--- config.mk ---
export PLATFORM = sky130hd
export DESIGN_NAME = obue_queue
export DESIGN_NICKNAME = d
export VERILOG_FILES = /design/src/rtl/obue_pkg.sv /design/src/rtl/obue_queue.sv
export SDC_FILE = /design/constraint.sdc
export NUM_CORES = 1
export LEC_CHECK = 0
export BUFFER_PORTS_ARGS = -buffer_cell sky130_fd_sc_hd__buf_4
export CAP_MARGIN = 20
export CELL_PAD_IN_SITES_DETAIL_PLACEMENT = 0
export CELL_PAD_IN_SITES_GLOBAL_PLACEMENT = 1
export CORE_UTILIZATION = 30
export DETAILED_ROUTE_END_ITERATION = 6
export PLACE_DENSITY_LB_ADDON = 0.1
export SLEW_MARGIN = 20
export SYNTH_ARGS = -nofsm -noshare
export SYNTH_HDL_FRONTEND = slang
export SYNTH_SLANG_ARGS = --single-unit
--- constraint.sdc ---
create_clock -name clk -period 111.4 [get_ports clk]
set_input_delay 16.71 -clock clk [delete_from_list [all_inputs] [get_ports clk]]
set_output_delay 16.71 -clock clk [all_outputs]
set_load 0.01 [all_outputs]
--- src/rtl/obue_pkg.sv ---
// Shared types and constants of the order book update engine.
// No dependencies.
package obue_pkg;

  localparam int BOOK_DEPTH  = 1024;
  localparam int ADDR_W      = $clog2(BOOK_DEPTH);
  localparam int CNT_W       = $clog2(BOOK_DEPTH + 1);
  localparam int QUEUE_DEPTH = 2;
  localparam int QPTR_W      = (QUEUE_DEPTH > 1) ? $clog2(QUEUE_DEPTH) : 1;
  localparam int QCNT_W      = $clog2(QUEUE_DEPTH + 1);

  localparam logic [2:0] ST_OK      = 3'd0;
  localparam logic [2:0] ST_STALE   = 3'd1;
  localparam logic [2:0] ST_GAP     = 3'd2;
  localparam logic [2:0] ST_MISSING = 3'd3;
  localparam logic [2:0] ST_UNKNOWN = 3'd4;
  localparam logic [2:0] ST_FULL    = 3'd5;

  localparam logic REQ_LOAD   = 1'b0;
  localparam logic REQ_UPDATE = 1'b1;

  localparam logic signed [47:0] SIZE_MAX48 = 48'sh7FFF_FFFF_FFFF;
  localparam logic signed [47:0] SIZE_MIN48 = 48'sh8000_0000_0000;

  typedef struct packed {
    logic               req_type;
    logic [62:0]        sequence_req;
    logic               has_bid;
    logic [63:0]        bid_order_id;
    logic [31:0]        bid_price;
    logic signed [47:0] bid_size;
    logic               has_ask;
    logic [63:0]        ask_order_id;
    logic [31:0]        ask_price;
    logic signed [47:0] ask_size;
  } in_item_t;

  typedef struct packed {
    logic [2:0]         status;
    logic [62:0]        out_sequence;
    logic               bid_valid;
    logic [63:0]        bid_out_order_id;
    logic [31:0]        bid_out_price;
    logic signed [47:0] bid_out_size;
    logic               ask_valid;
    logic [63:0]        ask_out_order_id;
    logic [31:0]        ask_out_price;
    logic signed [47:0] ask_out_size;
  } out_item_t;

  typedef struct packed {
    logic               has;
    logic [63:0]        oid;
    logic [31:0]        price;
    logic signed [47:0] size;
  } side_cmd_t;

  // Index 0 is the bid side, index 1 the ask side.
  typedef struct packed {
    logic             is_load;
    logic [62:0]      seq;
    side_cmd_t [1:0]  sd;
  } cmd_t;

  typedef struct packed {
    logic               valid;
    logic               side;
    logic [63:0]        oid;
    logic [31:0]        price;
    logic signed [47:0] size;
  } slot_t;

  localparam int SLOT_W = $bits(slot_t);
  localparam int CMD_W  = $bits(cmd_t);

endpackage

--- src/rtl/obue_queue.sv ---
// Short command queue between the front end and the book engine.
// Depends on obue_pkg.
module obue_queue (
  input  logic           clk,
  input  logic           rst_n,
  input  logic           push,
  input  obue_pkg::cmd_t push_cmd,
  output logic           full,
  input  logic           pop,
  output logic           nonempty,
  output obue_pkg::cmd_t pop_cmd
);

  obue_pkg::cmd_t                     entry_r [obue_pkg::QUEUE_DEPTH];
  logic [obue_pkg::QPTR_W-1:0]        wr_ptr_r;
  logic [obue_pkg::QPTR_W-1:0]        rd_ptr_r;
  logic [obue_pkg::QCNT_W-1:0]        count_r;
  logic                               do_push;
  logic                               do_pop;

  assign full     = (count_r == obue_pkg::QCNT_W'(obue_pkg::QUEUE_DEPTH));
  assign nonempty = (count_r != '0);
  assign pop_cmd  = entry_r[rd_ptr_r];
  assign do_push  = push && !full;
  assign do_pop   = pop && nonempty;

  always_ff @(posedge clk) begin
    if (!rst_n) begin
      wr_ptr_r <= '0;
      rd_ptr_r <= '0;
      count_r  <= '0;
    end else begin
      if (do_push) begin
        entry_r[wr_ptr_r] <= push_cmd;
        wr_ptr_r <= (wr_ptr_r == obue_pkg::QPTR_W'(obue_pkg::QUEUE_DEPTH - 1)) ?
                    '0 : wr_ptr_r + 1'b1;
      end
      if (do_pop) begin
        rd_ptr_r <= (rd_ptr_r == obue_pkg::QPTR_W'(obue_pkg::QUEUE_DEPTH - 1)) ?
                    '0 : rd_ptr_r + 1'b1;
      end
      if (do_push && !do_pop) begin
        count_r <= count_r + 1'b1;
      end else if (do_pop && !do_push) begin
        count_r <= count_r - 1'b1;
      end
    end
  end

endmodule

==> results_dict.tcl, run 1 <==
set metrics [dict create \
    gp_congestion 0.738 \
    antenna_found_initial 13 \
    ys_seq_area_frac 0.823 \
    ctsResizeCount 0 \
    endpoint_kind "output pin" \
    syn_inst 1126 \
    crit_path_start_kind "flip-flop" \
    clockBufferDepth 3 \
    cts_buffers 81 \
    area_growth_pct 35.3 \
    fmax_ghz 0.0489 \
    synth_top_area_share 0.819 \
    finalPower_uw 754 \
    routed_via_density 4.30 \
    clk_latency_ns 0.63 \
    placementRows 107 \
    postRouteWirelength_mm 68.0 \
    synthesis.nets 1485 \
    rr_endpoint "entry_r[1][276]$_DFFE_PP_" \
    die_width_um 296 \
    wl_met3_mm 6.12 \
    synth.distinct_cells 20 \
    setup_viol 0 \
    drcViolationCount 0 \
    cts.sinks 713 \
    finalHoldViolations 0 \
    synth_edf_count 708 \
    worst-r2r-setup-slack_ns 107.04 \
    die_height_um 296 \
    start_util 0.304 \
    grt.overflow.total 0 \
    synthTopCellsByArea "edfxtp_1 (82%), mux2_2 (13%), mux2_4 (3.5%), buf_2 (0.62%), dfxtp_1 (0.39%)" \
    layout.nets 2257 \
    pin_count 714 \
    dieArea_um2 87700 \
    synth-seq-cells 713 \
    worstSetupPathType "flip-flop to output pin" \
    wl_met2_mm 37.3 \
    cts_setup_buffers 0 \
    wl_per_cell_um 21.9 \
    clk_pin_slew_ns 0.05 \
    holdCritPathClass "flip-flop to flip-flop" \
    synth_flop_cell "edfxtp_1" \
    report.final.slew_viol_count 0 \
    max-cap-violations 0 \
    holdWs_ns 0.524 \
    port_buffers 713 \
    combPwrFrac 0.240 \
    drive_gt1_frac 0.609 \
    met1Wirelength_mm 22.5 \
    p_sw_uw 198 \
    highest_layer "met5" \
    grt_setup_unrepaired "false" \
    cts-htree-levels 3 \
    fin_tns_setup_ns 0 \
    vdd_drop_max_mv 0.0135 \
    tightest_slew_ns 1.11 \
    cts_hold_buf 0 \
    seqPwrFrac 0.432 \
    cp.required_ns 94.69 \
    fp.coreArea_um2 85400 \
    clock-skew-final_ns 0.0242 \
    rr_startpoint "count_r[0]$_SDFFE_PN0P_" \
    grt_pass1_wl_mm 94.0 \
    firstDrtPassIters 4 \
    yosys-top-cells-count "edfxtp_1 (708), mux2_2 (294), mux2_4 (60), buf_2 (32), buf_6 (7)" \
    hpwl_mm 46.9 \
    final-instance-count-excl-fill 3104 \
    async_flop_share 0 \
    layout_min_cycle_time_ns 20.46 \
    critPathCapture "pop_cmd[337]" \
    power.leakage_uw 0.0128 \
    drt_iter0_markers 560 \
    status "complete, no violations" \
    dp_cells 2959 \
    via_count 13400 \
    yosysMostFrequentCell "edfxtp_1" \
    filler_cell_count 7901 \
    yosys.area.top_type "edfxtp_1" \
    syn_area_um2 25900 \
    cts_tree "built" \
    grt_max_degree 144 \
    yosys_warnings 0 \
    avgSynthCellArea_um2 23.0 \
    slew_headroom 0.257 \
    timing.final.crit_share 0.184 \
    p_clk_frac 0.328 \
    grt_use_total 0.149 \
    internal-power_uw 556 \
    critPathMaxFanout 58 \
    antenna_left 0 \
    sw_frac_of_total 0.263 \
    power.density_nw_per_um2 21.5 \
    critPathArrivalTime_ns 3.75 \
    rr_worst_depth 6 \
    grt_pass1_vias 14200 \
    clock-root-buffer "clkbuf_16" \
]
[cell usage in the layout (no fill, tap or decap), drive strengths merged]
cell type and instances:
and3 1, diode 7, nor4b 1, clkinv 30, inv 5, or3 2, mux2 354, clkinvlp 1
bufinv 4, edfxtp 708, and2 3, ha 1, a21boi 2, nor2b 1, dfxtp 5, xnor2 2
nor2 1, or2 1, xor2 1, buf 728, clkbuf 99, o21ai 3
[power groups by stage]
stage	clock [µW]	combinational [µW]	sequential, µW
floorplan	0	97.1	350
global placement	0	186	331
detailed placement	0	186	332
CTS	257	186	326
global route	267	193	328
finish	248	181	326
[registers in the layout, summed over array words and instances, names as in the netlist, named ones only]
| name | count |
|---|---|
| entry_r | 708 |
| rd_ptr_r | 1 |
| wr_ptr_r | 1 |
| count_r | 2 |
[per-layer routing]
metal | up-vias | global-route usage
li1 | 6066 | -
met1 | 6751 | 0.148
met2 | 424 | 0.272
met3 | 108 | 0.0620
met4 | 12 | 0.0612
met5 | - | 0
[cell type report]
type                    instances  area, µm²  share of cell area
multi-input cells             373       4350               0.124
inverters                       1       3.75            0.000107
repair buffers                728       5480               0.156
well taps                    1144       1430              0.0408
flip-flops and latches        713      21400               0.609
diodes                          7       17.5            0.000499
clock inverters                39        328             0.00934
clock buffers                  99       2120              0.0603
[worst min-delay path by stage]
stage                                  startpoint                 endpoint  slack [ns]  cells after the start
after detailed placement    wr_ptr_r$_SDFFE_PN0P_    wr_ptr_r$_SDFFE_PN0P_        0.52                      2
after global routing        wr_ptr_r$_SDFFE_PN0P_    wr_ptr_r$_SDFFE_PN0P_        0.55                      2
after floorplan             wr_ptr_r$_SDFFE_PN0P_    wr_ptr_r$_SDFFE_PN0P_        0.47                      2
after CTS                   wr_ptr_r$_SDFFE_PN0P_    wr_ptr_r$_SDFFE_PN0P_        0.53                      2
final                       wr_ptr_r$_SDFFE_PN0P_    wr_ptr_r$_SDFFE_PN0P_        0.52                      2
after global placement    count_r[1]$_SDFFE_PN0P_  count_r[1]$_SDFFE_PN0P_        0.50                      2
[cell families (layout without fill, tap and decap cells)]
family | after synthesis | in the layout | synth area share
flops | 713 | 713 | 0.823
simple gates | 10 | 10 | 0.00241
xor+xnor | 3 | 3 | 0.00101
buf+inv | 40 | 867 | 0.00936
fa+ha+maj | 1 | 1 | 0.000482
compound gates | 5 | 5 | 0.00116
mux | 354 | 354 | 0.162
other cells | 0 | 7 | 0
[through the flow]
stage	utilization	cell area, µm²	worst slack, ns
finish	0.411	35100	90.94
global route	0.411	35100	90.68
global placement	0.382	32600	90.44
floorplan	-	25900	56.63
CTS	0.411	35100	90.79
detailed placement	0.382	32600	90.45
[critical path, cell delays in order (launching register included)]
cell     delay (ns)
dfxtp_4        0.87
buf_4          0.67
buf_4          0.86
mux2_2         0.43
buf_4          0.14
Power figures use the tool's default switching activity.
==> inputs of run 2 (changes only) <==
==> constraint.sdc (replaced) <==
create_clock -name clk -period 16.45 [get_ports clk]
set_input_delay 2.4675 -clock clk [delete_from_list [all_inputs] [get_ports clk]]
set_output_delay 2.4675 -clock clk [all_outputs]
set_load 0.01 [all_outputs]
==> run 2 against run 1 <==
Net effect:
- sequential cell count did not move
- critical path depth grew 1
- clock power increased to 7.0 times the previous value
- cell area grew 0.49%
- critical endpoint unchanged
==> results_dict.tcl, run 2 (synthesis gave the netlist of run 1 again) <==
set metrics [dict create \
    clk_latency_ns 0.63 \
    drcViolationCount 0 \
    drive_gt1_frac 0.610 \
    dp_slack_ns 9.49 \
    timing.final.crit_share 0.432 \
    pin_count 714 \
    grt_max_degree 164 \
    firstDrtPassIters 4 \
    grt_use_total 0.151 \
    cp.required_ns 13.98 \
    hold_start "count_r[1]$_SDFFE_PN0P_" \
    die_width_um 296 \
    wl_per_cell_um 22.2 \
    reg_top3 "entry_r x708, count_r x2" \
    grt_pass1_wl_mm 95.1 \
    via_count 13400 \
    grt.overflow.total 0 \
    layout.area.seq_um2 21400 \
    crit_path_start_kind "flip-flop" \
    met1Wirelength_mm 23.0 \
    crit_slowest_cell "buf_4" \
    die_height_um 296 \
    internal-power_uw 3800 \
    power.density_nw_per_um2 146 \
    gp_congestion 0.756 \
    fmax_ghz 0.141 \
    clock-skew-final_ns 0.0243 \
    largest-register "entry_r" \
    postRouteWirelength_mm 69.4 \
    cpPeakStageDelay_ns 0.93 \
    dieArea_um2 87700 \
    mostFrequentLayoutCells "buf_4 (726), edfxtp_1 (708), mux2_2 (294), clkbuf_16 (82), mux2_4 (60)" \
    cts-htree-levels 3 \
    layout_min_cycle_time_ns 7.10 \
    setup_ws_ns 9.35 \
    placed_cell_area_um2 32600 \
    tightest_slew_ns 1.16 \
    antenna_left 0 \
    p_clk_frac 0.336 \
    status "complete, no violations" \
    wl_met3_mm 6.66 \
    cts_buffers 82 \
    critPathMaxFanout 71 \
    port_buffers 713 \
    filler_cell_count 7840 \
    fp.coreArea_um2 85400 \
    p_sw_uw 1370 \
    ctsResizeCount 0 \
    clk_pin_slew_ns 0.06 \
    fin_area_um2 35300 \
    layout.nets 2258 \
    grt_pass1_vias 14200 \
    start_util 0.304 \
    area_growth_pct 35.9 \
    cts_hold_buf 0 \
    multiInputGateArea_um2 4360 \
    power.leakage_uw 0.0129 \
    rr_startpoint "count_r[0]$_SDFFE_PN0P_" \
    worstSetupPathType "flip-flop to output pin" \
    holdCritPathClass "flip-flop to flip-flop" \
    clockBufferDepth 3 \
    layout_commonest_cell "buf_4" \
    path_cells "buf_4, buf_4, buf_4, mux2_2, buf_4" \
    finalHoldViolations 0 \
    antenna_found_initial 19 \
    highest_layer "met5" \
    fin_tns_setup_ns 0 \
    slew_headroom 0.228 \
    max-cap-violations 0 \
    cts_tree "built" \
    cts_setup_buffers 0 \
    report.final.slew_viol_count 0 \
    grt_setup_unrepaired "false" \
    seqPwrFrac 0.427 \
    largest_reg_flops 708 \
    critPathArrivalTime_ns 4.63 \
    cts.sinks 713 \
    setup_viol 0 \
    wl_met2_mm 37.6 \
    routed_via_density 4.30 \
    hpwl_mm 48.0 \
    sw_frac_of_total 0.265 \
    clock-root-buffer "clkbuf_16" \
    vdd_drop_max_mv 0.0816 \
    placementRows 107 \
    crit_top_cell "buf_4" \
    combPwrFrac 0.237 \
    endpoint_kind "output pin" \
    drt_iter0_markers 554 \
]
==> run 2: cell count changes in the layout (fill, tap and decap cells not counted), sizes merged <==
cell      before  now
clkbuf        99  101
bufinv         4    5
clkinvlp       1    3
clkinv        30   38
diode          7   11
==> run 2: routing by layer <==
| layer | vias up | track usage |
|---|---|---|
| met5 | - | 0 |
| met4 | 14 | 0.0602 |
| met3 | 111 | 0.0654 |
| met2 | 451 | 0.274 |
| met1 | 6769 | 0.149 |
| li1 | 6082 | - |
==> run 2: path summary, 6_finish.rpt <==
check                                                  to  slack, ns  cells after the start
worst max-delay path                         pop_cmd[337]       9.35                      5
worst min register to register    count_r[1]$_SDFFE_PN0P_       0.54                      2
worst min-delay path              count_r[1]$_SDFFE_PN0P_       0.54                      2
worst max register to register  entry_r[1][194]$_DFFE_PP_      12.65                      5
==> run 2: power by group through the flow <==
stage | sequential, µW | clock [µW] | combinational (µW)
after floorplan | 2270 | 0 | 659
after detailed placement | 2260 | 0 | 1240
after global placement | 2250 | 0 | 1240
after global routing | 2220 | 1860 | 1310
after CTS | 2220 | 1800 | 1250
final | 2200 | 1740 | 1230
==> run 2: layout make-up <==
type,instances,share of cell area
tap,1144,0.0406
antenna,11,0.000781
clock buffer,101,0.0602
clock inverter,50,0.0131
timing repair buffer,728,0.156
inverter,1,0.000106
sequential,713,0.606
multi-input combinational,373,0.124
==> run 2: through the flow <==
stage | util | total power (µW) | cells | hold WS, ns
6_report | 0.413 | 5160 | 3121 | 0.536
5_1_grt | 0.413 | 5380 | 3116 | 0.608
4_1_cts | 0.412 | 5270 | 3109 | 0.531
3_5_place_dp | 0.382 | 3500 | 2958 | 0.520
3_3_place_gp | 0.382 | 3490 | 2958 | 0.503
2_1_floorplan | - | 2930 | 1126 | 0.481
==> run 2: critical path, delay by kind of cell, from the launching register on <==
| kind | cells | cell delay, ns |
|---|---|---|
| multiplexers | 1 | 0.42 |
| flip-flops | 1 | 0.75 |
| buffers and inverters | 4 | 2.62 |
